## src/sv/lprt_pkg.sv

```systemverilog
`timescale 1ns / 1ps

package lprt_pkg;

  localparam int unsigned AddrW = 32;
  localparam int unsigned SlotW = 3;
  localparam int unsigned LenW  = 6;

  localparam logic MODE_INSERT = 1'b0;
  localparam logic MODE_LOOKUP = 1'b1;

  localparam logic STATUS_OK   = 1'b0;
  localparam logic STATUS_FULL = 1'b1;

  // Lookup transaction as it travels down the row of route cells.
  typedef struct packed {
    logic             valid;
    logic [AddrW-1:0] dest;
    logic             found;
    logic [SlotW-1:0] slot;
    logic [LenW-1:0]  len;
  } lprt_token_t;

  // Entry written into one cell on an accepted insert.
  typedef struct packed {
    logic [AddrW-1:0] addr;
    logic [AddrW-1:0] mask;
    logic [LenW-1:0]  len;
  } lprt_wr_t;

endpackage

```

## src/sv/lprt_cell.sv

```systemverilog
`timescale 1ns / 1ps

module lprt_cell #(
  parameter int unsigned Index = 0
) (
  input  logic                 clk_i,
  input  logic                 rst_ni,
  input  logic                 wr_en_i,
  input  lprt_pkg::lprt_wr_t   wr_i,
  input  logic                 in_use_i,
  input  lprt_pkg::lprt_token_t tok_i,
  output lprt_pkg::lprt_token_t tok_o
);

  localparam logic [lprt_pkg::SlotW-1:0] SlotCode = lprt_pkg::SlotW'(Index % 8);

  logic [lprt_pkg::AddrW-1:0] addr_q;
  logic [lprt_pkg::AddrW-1:0] mask_q;
  logic [lprt_pkg::LenW-1:0]  len_q;

  lprt_pkg::lprt_token_t tok_d;
  lprt_pkg::lprt_token_t tok_q;
  logic                  hit;

  // Entry storage has no reset; the cell only takes part once written.
  always_ff @(posedge clk_i) begin
    if (wr_en_i) begin
      addr_q <= wr_i.addr;
      mask_q <= wr_i.mask;
      len_q  <= wr_i.len;
    end
  end

  assign hit = in_use_i && (((tok_i.dest ^ addr_q) & mask_q) == '0);

  // Only a strictly longer prefix replaces the earlier winner.
  always_comb begin
    tok_d = tok_i;
    if (tok_i.valid && hit && (!tok_i.found || (len_q > tok_i.len))) begin
      tok_d.found = 1'b1;
      tok_d.slot  = SlotCode;
      tok_d.len   = len_q;
    end
  end

  always_ff @(posedge clk_i or negedge rst_ni) begin
    if (!rst_ni) begin
      tok_q <= '0;
    end else begin
      tok_q <= tok_d;
    end
  end

  assign tok_o = tok_q;

endmodule

```

## src/sv/longest_prefix_route_table_core.sv

```systemverilog
`timescale 1ns / 1ps

// Longest prefix route table. Each entry lives in one cell of a row of
// MAX_INTERFACES route cells. An insert transaction writes the next free cell
// and its result appears on the cycle after it is accepted, so inserts can
// be issued every cycle while no lookup is inside the row. A lookup
// transaction enters the first cell and moves one cell per cycle, carrying
// the best match so far; its result appears as it leaves the last cell.
// busy is high while a lookup is still inside the row, and the next
// transaction is taken in the same cycle in which the lookup result is shown.
// Each result is shown on done_o for exactly one cycle and cannot be stalled,
// so the receiver must take it then. Masks are counted bit by bit, so
// non-contiguous masks are legal, and on equal prefix length the entry that
// was inserted first wins. An insert into a full table leaves the table
// untouched and reports status 1.

module longest_prefix_route_table_core #(
  parameter int unsigned MAX_INTERFACES = 8
) (
  input  logic        clk_i,
  input  logic        rst_ni,
  input  logic        start,
  output logic        busy,
  input  logic        mode_i,
  input  logic [31:0] address_i,
  input  logic [31:0] mask_i,
  output logic        done_o,
  output logic        matched_o,
  output logic [2:0]  slot_o,
  output logic [5:0]  prefix_length_o,
  output logic        status_o
);

  localparam int unsigned CntW = $clog2(MAX_INTERFACES + 1);
  localparam int unsigned IdxW = (MAX_INTERFACES > 1) ? $clog2(MAX_INTERFACES) : 1;
  localparam logic [CntW-1:0] CntMax = CntW'(MAX_INTERFACES);

  // Population count as eight nibble counts added together.
  function automatic logic [lprt_pkg::LenW-1:0] popcount32(
    input logic [lprt_pkg::AddrW-1:0] v
  );
    logic [lprt_pkg::LenW-1:0] sum;
    logic [2:0]                nib;
    sum = '0;
    for (int n = 0; n < 8; n++) begin
      nib = 3'(v[4*n]) + 3'(v[4*n+1]) + 3'(v[4*n+2]) + 3'(v[4*n+3]);
      sum = sum + lprt_pkg::LenW'(nib);
    end
    return sum;
  endfunction

  logic                  accept;
  logic                  ins_accept;
  logic                  ins_ok;
  logic [CntW-1:0]       count_d;
  logic [CntW-1:0]       count_q;
  lprt_pkg::lprt_wr_t    wr;
  logic [MAX_INTERFACES-1:0] wr_en;
  logic [MAX_INTERFACES-1:0] in_use;
  logic [MAX_INTERFACES-1:0] pend_v;
  lprt_pkg::lprt_token_t chain [MAX_INTERFACES+1];
  lprt_pkg::lprt_token_t tail;

  logic                        ins_valid_q;
  logic [lprt_pkg::SlotW-1:0]  ins_slot_q;
  logic [lprt_pkg::LenW-1:0]   ins_len_q;
  logic                        ins_status_q;
  logic [lprt_pkg::SlotW-1:0]  ins_slot_d;
  logic [lprt_pkg::LenW-1:0]   ins_len_d;
  logic                        ins_status_d;

  assign accept     = start && !busy;
  assign ins_accept = accept && (mode_i == lprt_pkg::MODE_INSERT);
  assign ins_ok     = count_q < CntMax;

  // The entry is written straight into the cell picked by the fill count.
  assign wr.addr = address_i;
  assign wr.mask = mask_i;
  assign wr.len  = popcount32(mask_i);

  // A new lookup enters the first cell with no match yet.
  always_comb begin
    chain[0]       = '0;
    chain[0].valid = accept && (mode_i == lprt_pkg::MODE_LOOKUP);
    chain[0].dest  = address_i;
  end

  for (genvar i = 0; i < MAX_INTERFACES; i++) begin : g_cell
    assign wr_en[i]  = ins_accept && ins_ok && (count_q[IdxW-1:0] == IdxW'(i));
    assign in_use[i] = CntW'(i) < count_q;

    lprt_cell #(
      .Index (i)
    ) u_cell (
      .clk_i    (clk_i),
      .rst_ni   (rst_ni),
      .wr_en_i  (wr_en[i]),
      .wr_i     (wr),
      .in_use_i (in_use[i]),
      .tok_i    (chain[i]),
      .tok_o    (chain[i+1])
    );

    assign pend_v[i] = chain[i+1].valid;
  end

  assign tail = chain[MAX_INTERFACES];

  // Only one lookup is ever in the row; once it reaches the last cell its
  // result is on the outputs and a new transaction may enter.
  assign busy = (|pend_v) && !pend_v[MAX_INTERFACES-1];

  assign count_d = (ins_accept && ins_ok) ? count_q + CntW'(1) : count_q;

  always_comb begin
    if (ins_ok) begin
      ins_slot_d   = lprt_pkg::SlotW'(count_q);
      ins_len_d    = wr.len;
      ins_status_d = lprt_pkg::STATUS_OK;
    end else begin
      ins_slot_d   = '0;
      ins_len_d    = '0;
      ins_status_d = lprt_pkg::STATUS_FULL;
    end
  end

  always_ff @(posedge clk_i or negedge rst_ni) begin
    if (!rst_ni) begin
      count_q     <= '0;
      ins_valid_q <= 1'b0;
    end else begin
      count_q     <= count_d;
      ins_valid_q <= ins_accept;
    end
  end

  always_ff @(posedge clk_i) begin
    if (ins_accept) begin
      ins_slot_q   <= ins_slot_d;
      ins_len_q    <= ins_len_d;
      ins_status_q <= ins_status_d;
    end
  end

  // Insert results and lookup results never fall in the same cycle.
  always_comb begin
    done_o          = ins_valid_q || tail.valid;
    matched_o       = 1'b0;
    slot_o          = '0;
    prefix_length_o = '0;
    status_o        = lprt_pkg::STATUS_OK;
    if (ins_valid_q) begin
      slot_o          = ins_slot_q;
      prefix_length_o = ins_len_q;
      status_o        = ins_status_q;
    end else if (tail.valid) begin
      matched_o       = tail.found;
      slot_o          = tail.slot;
      prefix_length_o = tail.len;
    end
  end

`ifndef ASSERT_OFF
  a_one_lookup: assert property (@(posedge clk_i) disable iff (!rst_ni)
    $onehot0(pend_v))
    else $error("more than one lookup inside the cell row");

  a_no_overlap: assert property (@(posedge clk_i) disable iff (!rst_ni)
    !(ins_valid_q && tail.valid))
    else $error("insert and lookup results collide");

  a_count_range: assert property (@(posedge clk_i) disable iff (!rst_ni)
    count_q <= CntMax)
    else $error("entry count beyond table depth");

  a_lookup_enters: assert property (@(posedge clk_i) disable iff (!rst_ni)
    (accept && (mode_i == lprt_pkg::MODE_LOOKUP)) |=> pend_v[0])
    else $error("accepted lookup did not enter the first cell");
`endif

endmodule

```

## config.mk

```make
export PLATFORM = sky130hd
export DESIGN_NAME = longest_prefix_route_table_core
export DESIGN_NICKNAME = d
export VERILOG_FILES = /design/src/sv/lprt_pkg.sv /design/src/sv/lprt_cell.sv /design/src/sv/longest_prefix_route_table_core.sv
export SDC_FILE = /design/constraint.sdc
export NUM_CORES = 1
export LEC_CHECK = 0
export CORE_MARGIN = 5
export CORE_UTILIZATION = 39
export CTS_BUF_LIST = sky130_fd_sc_hd__clkbuf_4 sky130_fd_sc_hd__clkbuf_8
export CTS_CLUSTER_SIZE = 30
export DETAILED_ROUTE_END_ITERATION = 12
export DONT_BUFFER_PORTS = 1
export RECOVER_POWER = 25
export SYNTH_ARGS = -nofsm -noshare
export SYNTH_HDL_FRONTEND = slang
export SYNTH_SLANG_ARGS = --single-unit
```

## constraint.sdc

```tcl
create_clock -name clk_i -period 6 [get_ports clk_i]
set_input_delay 0 -clock clk_i [delete_from_list [all_inputs] [get_ports clk_i]]
set_output_delay 0 -clock clk_i [all_outputs]
set_load 0.02 [all_outputs]
```

==> results of run 1 <==
sequential cells by signal, summed over array words and instances, names as in the netlist:
signal and flops:
g_cell.u_cell.addr_q 256, ins_status_q 1, ins_valid_q 1, ins_slot_q 3
g_cell.u_cell.len_q 48, g_cell.u_cell.tok_o 305, g_cell.u_cell.mask_q 256, ins_len_q 6
count_q 4
critical path, cell delays in order (launching register included):
cell,delay [ps]
dfrtp_1,400
nor4_1,420
a21oi_1,330
nor3b_2,230
dlygate4sd3_1,570
buf_4,260
and2b_1,300
and2_4,760
buf_4,440
per-layer routing:
metal  part of all wire, %  wire length (um)  vias to the layer above
met4                   2.4              2030                        6
met2                    47             40600                      597
met3                   7.8              6720                      114
met5                 0.048                41                        -
met1                    43             36800                     8374
li1                      -                 -                     6906
how the worst min path moves through the flow:
stage               startpoint                         end  slack, ps  depth (start not counted)
detailed placement      rst_ni  g_cell[5].u_cell.tok_o[35]       -260                          0
finish                  rst_ni  g_cell[1].u_cell.tok_o[29]      -1100                          0
global route            rst_ni  g_cell[1].u_cell.tok_o[29]      -1160                          0
floorplan               rst_ni                  count_q[0]       -300                          0
CTS                     rst_ni  g_cell[1].u_cell.tok_o[25]      -1160                          0
global placement        rst_ni  g_cell[4].u_cell.tok_o[35]       -250                          0
layout make-up:
type,instances,share of cell area (%)
clock buffer,211,7.06
inverter,100,1.02
antenna,4,0.0271
clock inverter,54,1.09
tap,1060,3.59
sequential,880,67.3
multi-input combinational,745,17.1
timing repair buffer,104,2.76
through the flow:
stage / instances / hold slack (ps)
CTS: 3154 / -1160
finish: 3158 / -1100
global placement: 2794 / -254
floorplan: 1731 / -296
global route: 3155 / -1160
detailed placement: 2794 / -256
logic make-up (layout without fill, tap and decap cells):
logic type                 count (synthesis)  in the layout  synth area share, %
adders and majority gates                 79             79                 3.70
DFF                                      880            880                 78.8
buffers and inverters                    106            469                 1.28
and+or+nand+nor                          184            184                 3.27
AOI/OAI and AO/OA                        180            180                 4.23
other                                      0              4                    0
muxes                                     42             42                 1.50
xor gates and xnor gates                 260            260                 7.21
layout by cell type, fill, tap and decap left out, types with 4 or more instances in the layout:
master         netlist  final
nand3_1             15     15
clkbuf_8             0    164
a221oi_1            13     13
nand4_1             35     35
and2_1               9      7
inv_1              100    100
xnor2_1              4      4
clkinv_2             0     11
diode_2              0      4
xor2_1             256    256
nor3_1              13     13
ha_1                55     55
a21o_1               6      6
o21ai_0             10     10
and3_4               0      6
clkbuf_4             0     47
nor2b_1             15     15
clkinvlp_4           0      6
nor2_1              20     20
buf_4                2      9
a22o_1              20     20
nand2b_1            12     12
a21oi_1             23     23
mux2_2              42     42
nand2_1             36     36
edfxtp_1           570    570
clkinv_1             0     24
inv_8                0      5
dfrtp_1            310    310
fa_1                24     24
a22oi_1             89     89
dlygate4sd3_1        0     95
where the power goes:
group / internal, mW / leakage, nW / total [mW] / switching, mW
Clock: 2.95 / 1.58 / 5.36 / 2.41
Combinational: 0.528 / 3.59 / 1.63 / 1.10
Sequential: 7.10 / 8.93 / 7.26 / 0.156
==> results.json, run 1 <==
{
  "grtUsageMet3_pct": 5.05,
  "fin_ws_ps": 1910,
  "timing.rr.end": "g_cell[3].u_cell.mask_q[27]",
  "clk_pin_slew_ps": 70,
  "p_leak_nw": 14.1,
  "hpwl_mm": 54.1,
  "io_buffers": 0,
  "gr-total-overflow": 0,
  "ys_seq_elements": 880,
  "layout.nets": 2120,
  "place_ws_ps": 1180,
  "setup_viol": 0,
  "status": "complete, but fails checks",
  "vias": 16000,
  "critical_path_class": "reg2reg",
  "grt_max_degree": 311,
  "cts_setup_buffers": 0,
  "gp_congestion": 0.867,
  "fin_util_pct": 45.9,
  "ios": 81,
  "avgSynthCellArea_sq_um": 18.2,
  "grt_use_met1_pct": 27.8,
  "grt.busiest_layer": "met2",
  "synth_common_cells": "edfxtp_1, dfrtp_1, xor2_1",
  "fin_crit_sh_pct": 68.1,
  "cp.required_ps": 6460,
  "syn_inst": 1731,
  "worst_pin_slew_ps": 1130,
  "fmax_mhz": 245,
  "fin_worst_skew_ps": 40.6,
  "wl_per_cell_um": 27.3,
  "drc_errors": 0,
  "insertion_delay_ps": 820,
  "cts_max_path_buffers": 3,
  "synth.area.top_cells": "edfxtp_1, dfrtp_1, xor2_1",
  "track_usage_pct": 20.0,
  "start_util_pct": 39.3,
  "cts_buffers": 142,
  "cts_root_buffer": "clkbuf_8",
  "crit_path_end_kind": "flip-flop",
  "regArea_sq_um": 24900,
  "fin_hold_ws_ps": -1100,
  "via_per_inst": 5.07,
  "multi_input_area_sq_um": 6330,
  "ys_dominant_reg_cell": "edfxtp_1",
  "rows": 104,
  "cts_num_sinks": 880,
  "hold_buffers": 95,
  "grt_pass1_vias": 16500,
  "cts-htree-levels": 4,
  "die_x_um": 295,
  "worstRegToRegCells": 8,
  "n_fill_cell": 6955,
  "total_power_mw": 14.3,
  "ant_nets": 0,
  "reg2reg_setup_slack_ps": 1910,
  "syn_area_sq_um": 31600,
  "synth.most_common_cell": "edfxtp_1",
  "synth.top_cell.area_share_pct": 54.2,
  "grt_setup_unrepaired": "no",
  "grt_pass1_wl_mm": 122,
  "rr_startpoint": "g_cell[3].u_cell.tok_o[42]",
  "drive_gt1_share_pct": 14.7,
  "hold_path.class": "in2async",
  "critPathCapture": "g_cell[3].u_cell.mask_q[27]",
  "async_reset_ff_share_pct": 35.2,
  "ir_drop_v": 0.000377,
  "cp-startpoint": "g_cell[3].u_cell.tok_o[42]",
  "cp.arrival_ps": 4550,
  "placed_cell_area_sq_um": 33000,
  "synth_fp_nets": 1878,
  "path_max_fanout": 50,
  "pwr_density_cell_nw_per_um2": 386,
  "drv_slew": 0,
  "cts_resized": 0,
  "drt-pass1-iter-count": 5,
  "finalSetupTns_ps": 0,
  "die_h_um": 295,
  "synth.distinct_cells": 51,
  "critPathLaunchType": "flip-flop",
  "dieArea_sq_um": 86700,
  "violations": "negative hold slack",
  "period_needed_ps": 4090,
  "maxCapViolCount": 0,
  "synth_edf_count": 570,
  "hold_viol": 310,
  "ys_seq_area_share_pct": 78.8,
  "postLayoutCellArea_sq_um": 36900,
  "met2_usage_pct": 31.4,
  "cts_tree": "done",
  "wl_mm": 86.2,
  "max_slew_margin_pct": 23.8,
  "yosysWarningCount": 0,
  "drt-initial-drc-count": 1606,
  "coreArea_sq_um": 80400,
  "area_growth_pct": 17.0,
  "grt_antenna_before_repair": 12,
  "yosysTopAreaCell": "edfxtp_1"
}
Note: power is estimated with default switching activity, not from simulation.
==> inputs of run 2 (changes only) <==
ABC_AREA = 1   (was default)
clock period = 3.9 ns   (was 6 ns; I/O delays follow)
==> results.json, run 2 <==
{
  "synth_common_cells": "nand2_1, edfxtp_1, inv_1",
  "insertion_delay_ps": 800,
  "wl_per_cell_um": 18.4,
  "dieArea_sq_um": 93100,
  "crit_path_end_kind": "flip-flop",
  "clk_pin_slew_ps": 60,
  "synth.area.top_cells": "edfxtp_1, dfrtp_1, nand2_1",
  "cp.required_ps": 4540,
  "place_ws_ps": -766,
  "grt_pass1_vias": 19900,
  "cts_root_buffer": "clkbuf_8",
  "largest_reg_flops": 305,
  "ios": 81,
  "crit_chain": "fa_1, inv_1, fa_1, fa_1, fa_2, fa_2, fa_1, inv_1, ha_1, inv_1, fa_2, o21ai_4, xor2_4, inv_1, nor2_1",
  "synth.distinct_cells": 37,
  "critical_path_class": "in2reg",
  "pwr_density_cell_nw_per_um2": 542,
  "die_h_um": 305,
  "yosysWarningCount": 0,
  "ys_dominant_reg_cell": "edfxtp_1",
  "worst-path-buf-inv": 4,
  "synth_edf_count": 570,
  "dp.cells": 3985,
  "syn_inst": 2811,
  "ys_seq_elements": 880,
  "hpwl_mm": 51.3,
  "setup_viol": 0,
  "hold_buffers": 98,
  "worst_pin_slew_ps": 954,
  "fin_util_pct": 46.1,
  "track_usage_pct": 17.4,
  "ir_drop_v": 0.000597,
  "drt-initial-drc-count": 1445,
  "io_buffers": 0,
  "rows": 108,
  "async_reset_ff_share_pct": 35.2,
  "ant_nets": 0,
  "reg2reg_setup_slack_ps": 530,
  "stdcell_count": 4356,
  "cts_tree": "done",
  "grt_pass1_wl_mm": 121,
  "synth.top_cell.area_share_pct": 50.4,
  "fmax_mhz": 264,
  "gr-total-overflow": 0,
  "ys_seq_area_share_pct": 73.2,
  "avgSynthCellArea_sq_um": 12.1,
  "finalSetupTns_ps": 0,
  "n_fill_cell": 7653,
  "via_per_inst": 4.63,
  "yosysTopAreaCell": "edfxtp_1",
  "grt_setup_unrepaired": "no",
  "p_leak_nw": 17.4,
  "area_growth_pct": 17.6,
  "cts_num_sinks": 880,
  "cp.arrival_ps": 4420,
  "cts_buffers": 144,
  "start_util_pct": 39.2,
  "grt_antenna_before_repair": 14,
  "hold_viol": 310,
  "syn_area_sq_um": 34000,
  "max_stage_delay_ps": 580,
  "vias": 20200,
  "fin_ws_ps": 115,
  "critPathLaunchType": "input pin",
  "maxCapViolCount": 0,
  "gp_congestion": 0.836,
  "synth_fp_nets": 2958,
  "hold_path.class": "in2async",
  "grt_max_degree": 311,
  "layout.nets": 3222,
  "drt-pass1-iter-count": 5,
  "die_x_um": 305,
  "layout_common_cells": "nand2_1, edfxtp_1, inv_1",
  "drive_gt1_share_pct": 12.1,
  "status": "complete, but fails checks",
  "violations": "negative hold slack",
  "max_slew_margin_pct": 36.4,
  "drc_errors": 0,
  "total_power_mw": 21.6,
  "cts-htree-levels": 4,
  "path_max_fanout": 5,
  "synth.most_common_cell": "nand2_1",
  "fin_hold_ws_ps": -1060,
  "fin_worst_skew_ps": 31.2,
  "path_delay_family": "adder cells",
  "cp_slowest_cell": "fa_1",
  "fin_crit_sh_pct": 97.1,
  "coreArea_sq_um": 86600,
  "cts_max_path_buffers": 3,
  "period_needed_ps": 3790,
  "drv_slew": 0,
  "wl_mm": 80.1,
  "layout_commonest_cell": "nand2_1"
}
run 2: layer usage:
layer	up-vias	GRT usage (%)	wire length, um	part of all wire, %
met5	-	0	69	0.086
met4	10	6.26	2230	2.8
met3	143	4.23	5390	6.7
met2	567	27.0	36300	45
met1	9718	24.2	36100	45
li1	9725	-	-	-
run 2: what timing repair did:
| item | in CTS | in global routing |
|---|---|---|
| hold endpoints to repair | 1038 | 310 |
| buffers inserted | 0 | 0 |
| setup endpoints to repair | 0 | 9 |
| resized for setup | 0 | 2 |
run 2: worst paths after layout:
check	start	endpoint	depth (start not counted)
min in group clk_i	address_i[25]	g_cell[0].u_cell.tok_o[3]	8
max in group asynchronous	rst_ni	g_cell[1].u_cell.tok_o[11]	0
setup / recovery	mask_i[11]	ins_len_q[4]	15
hold / removal	rst_ni	g_cell[2].u_cell.tok_o[23]	0
hold reg to reg	g_cell[1].u_cell.tok_o[42]	g_cell[2].u_cell.tok_o[42]	0
setup reg to reg	g_cell[7].u_cell.tok_o[42]	g_cell[6].u_cell.addr_q[31]	9
run 2: worst register-to-register path: stages, from the launching register on:
cell	delay, ps
dfrtp_1	520
inv_1	160
o21ai_2	120
nand2_1	190
nor2_2	110
dlygate4sd3_1	550
buf_4	230
nand2_2	290
nor3_4	250
buf_4	510
run 2: kinds of logic after synthesis:
| kind of cell | after synthesis | share of synthesized area, % |
|---|---|---|
| flops | 880 | 73.2 |
| compound gates | 61 | 1.06 |
| buf+inv | 488 | 5.44 |
| simple gates | 1295 | 16.6 |
| fa+ha+maj | 79 | 3.44 |
| xor+xnor | 8 | 0.206 |
run 2: power by group:
group          internal, mW  switching (mW)
Clock                  4.89            3.71
Sequential             10.6           0.109
Combinational         0.865            1.48
Total                  16.3            5.30
run 2: final cells by class:
type	count	area, sq um	share of cell area [%]
Clock inverter	50	462	1.16
Tap cell	1155	1450	3.62
Inverter	484	1820	4.55
Timing Repair Buffer	121	1230	3.08
Clock buffer	219	2710	6.78
Antenna cell	3	7.51	0.0188
Sequential cell	880	24900	62.3
Multi-Input combinational cell	1444	7410	18.5
run 2: per-stage QoR:
step	instance area, sq um	hold slack [ps]
after global routing	39900	-1140
after global placement	35800	-245
after floorplan	34000	-296
after CTS	39900	-1140
final	39900	-1060
after detailed placement	35800	-250
==> inputs of run 3 (changes only) <==
SYNTH_HIERARCHICAL = 1   (was default)
==> results.json, run 3 <==
{
  "status": "complete, but fails checks",
  "violations": "negative hold slack",
  "syn_area_sq_um": 36100,
  "vias": 22200,
  "fin_util_pct": 46.3,
  "drv_slew": 0,
  "drt-initial-drc-count": 1627,
  "wl_mm": 87.3,
  "yosysWarningCount": 6,
  "hold_path.class": "in2async",
  "rows": 111,
  "path_common_cell": "fa_1",
  "seqPwrFrac_pct": 47.7,
  "layout_commonest_cell": "nand2_1",
  "ios": 81,
  "maxCapViolCount": 0,
  "cts_num_sinks": 887,
  "start_util_pct": 39.4,
  "area_growth_pct": 17.5,
  "stdcell_count": 4824,
  "cts_tree": "done",
  "track_usage_pct": 17.9,
  "n_fill_cell": 8251,
  "hpwl_mm": 59.1,
  "cp_slowest_cell": "fa_1",
  "drt-pass1-iter-count": 5,
  "pwr_density_cell_nw_per_um2": 537,
  "largest_reg_flops": 312,
  "pwr-share-clk_pct": 39.3,
  "layout_common_cells": "nand2_1, inv_1, edfxtp_1",
  "crit_path_end_kind": "flip-flop",
  "cp.required_ps": 4470,
  "p_int_mw": 17.0,
  "gp_congestion": 0.881,
  "placed_cell_area_sq_um": 38000,
  "cts_max_path_buffers": 3,
  "cts_buffers": 147,
  "max_stage_delay_ps": 540,
  "dieArea_sq_um": 98800,
  "layout.nets": 3607,
  "avgSynthCellArea_sq_um": 11.4,
  "p_leak_nw": 19.0,
  "total_power_mw": 22.8,
  "grt_setup_unrepaired": "yes",
  "wl_per_cell_um": 18.1,
  "die_x_um": 314,
  "cts_root_buffer": "clkbuf_8",
  "cp-startpoint": "mask_i[21]",
  "path_delay_family": "adder cells",
  "rr_startpoint": "g_cell[1].u_cell/tok_o[42]",
  "grt_antenna_before_repair": 2,
  "drc_errors": 0,
  "crit_chain": "fa_1, inv_2, fa_1, inv_2, fa_1, inv_1, fa_1, fa_1, fa_1, inv_1, ha_2, fa_2, nand2_2, inv_2, o21ai_2, nand2_2, xor2_4, buf_4",
  "worst-path-buf-inv": 6,
  "p_switching_mw": 5.79,
  "cp.arrival_ps": 4430,
  "cts-htree-levels": 4,
  "io_buffers": 0,
  "dp.cells": 4442,
  "fin_ws_ps": 41.7,
  "worst_pin_slew_ps": 1010,
  "postLayoutCellArea_sq_um": 42500,
  "clk_pin_slew_ps": 50,
  "die_h_um": 314,
  "ant_nets": 0,
  "critical_path_class": "in2reg",
  "drive_gt1_share_pct": 12.4,
  "finalSetupTns_ps": 0,
  "comb_power_share_pct": 13.1,
  "fmax_mhz": 259,
  "period_needed_ps": 3860,
  "sw_frac_of_total_pct": 25.4,
  "fin_hold_ws_ps": -1080,
  "coreArea_sq_um": 91800,
  "ir_drop_v": 0.000540,
  "setup_viol": 0,
  "hold_viol": 317,
  "fin_crit_sh_pct": 98.9,
  "place_ws_ps": -959,
  "max_slew_margin_pct": 32.8,
  "path_max_fanout": 7,
  "fin_worst_skew_ps": 38.1,
  "via_per_inst": 4.60,
  "insertion_delay_ps": 810,
  "hold_buffers": 102,
  "grt_pass1_wl_mm": 133,
  "critPathLaunchType": "input pin",
  "syn_inst": 3164,
  "gr-total-overflow": 0,
  "grt_pass1_vias": 21800,
  "grt_max_degree": 318
}
## run 3: changes by cell type in the layout (fill, tap and decap cells not counted), sizes merged, moves of 6 or more
cell,change
nand2,+161
inv,+102
nor2,+99
nand4,+28
or2,-27
conb,+17
o21ai,-16
nand3,-13
dfrtp,+7
ha,+6
## run 3: worst reg2reg max path, cell delays in order (launching register included)
cell,delay (ps)
dfrtp_1,400
nor2_1,110
nand2_1,110
nor2_2,140
nor2_2,110
nor3_1,380
nand2_1,120
inv_1,250
nand2_1,90
nor2_1,100
nand2_1,60
nor2_1,150
nand3_1,180
nand2_1,120
## run 3: area by class of cell
cell class | count | area, sq um | share of cell area, %
repair buffers | 128 | 1270 | 3.00
inverters | 587 | 2210 | 5.20
well taps | 1243 | 1560 | 3.66
clock inverters | 55 | 581 | 1.37
diodes | 3 | 7.51 | 0.0177
flip-flops and latches | 887 | 25000 | 59.0
clock buffers | 218 | 2740 | 6.46
multi-input cells | 1703 | 9060 | 21.3
## run 3: what timing repair did
| item | 4_1_cts | 5_1_grt |
|---|---|---|
| resized for setup | 2 | 14 |
| cloned | 0 | 0 |
| setup endpoints to repair | 17 | 27 |
| pin swaps | 0 | 6 |
| endpoints found under the hold margin | 1170 | 317 |
| buffers inserted | 0 | 4 |
## run 3: per-layer routing
metal / routed length (um) / up-vias / track usage [%]
li1: - / 10800 / -
met2: 40600 / 571 / 28.9
met1: 39400 / 10700 / 24.7
met5: 0 / - / 0
met4: 1970 / 0 / 5.24
met3: 5380 / 121 / 3.80
## run 3: worst paths after layout
path	endpoint	slack, ps	cells past startpoint
max in group asynchronous	g_cell[4].u_cell/tok_o[11]	4160	0
worst max-delay path	g_cell[6].u_cell/len_q[4]	40	18
min in group clk_i	g_cell[6].u_cell/mask_q[25]	80	1
worst max register to register	g_cell[0].u_cell/tok_o[9]	1490	13
worst min-delay path	g_cell[6].u_cell/tok_o[7]	-1080	0
worst min register to register	g_cell[2].u_cell/tok_o[25]	380	0
## run 3: power groups by stage
stage / Combinational [mW] / Sequential [mW] / Clock, mW
2_1_floorplan: 1.44 / 11.0 / 0
3_3_place_gp: 2.40 / 11.1 / 0
3_5_place_dp: 2.47 / 11.1 / 0
6_report: 2.99 / 10.9 / 8.95
4_1_cts: 2.75 / 10.9 / 9.18
5_1_grt: 3.30 / 10.9 / 9.63
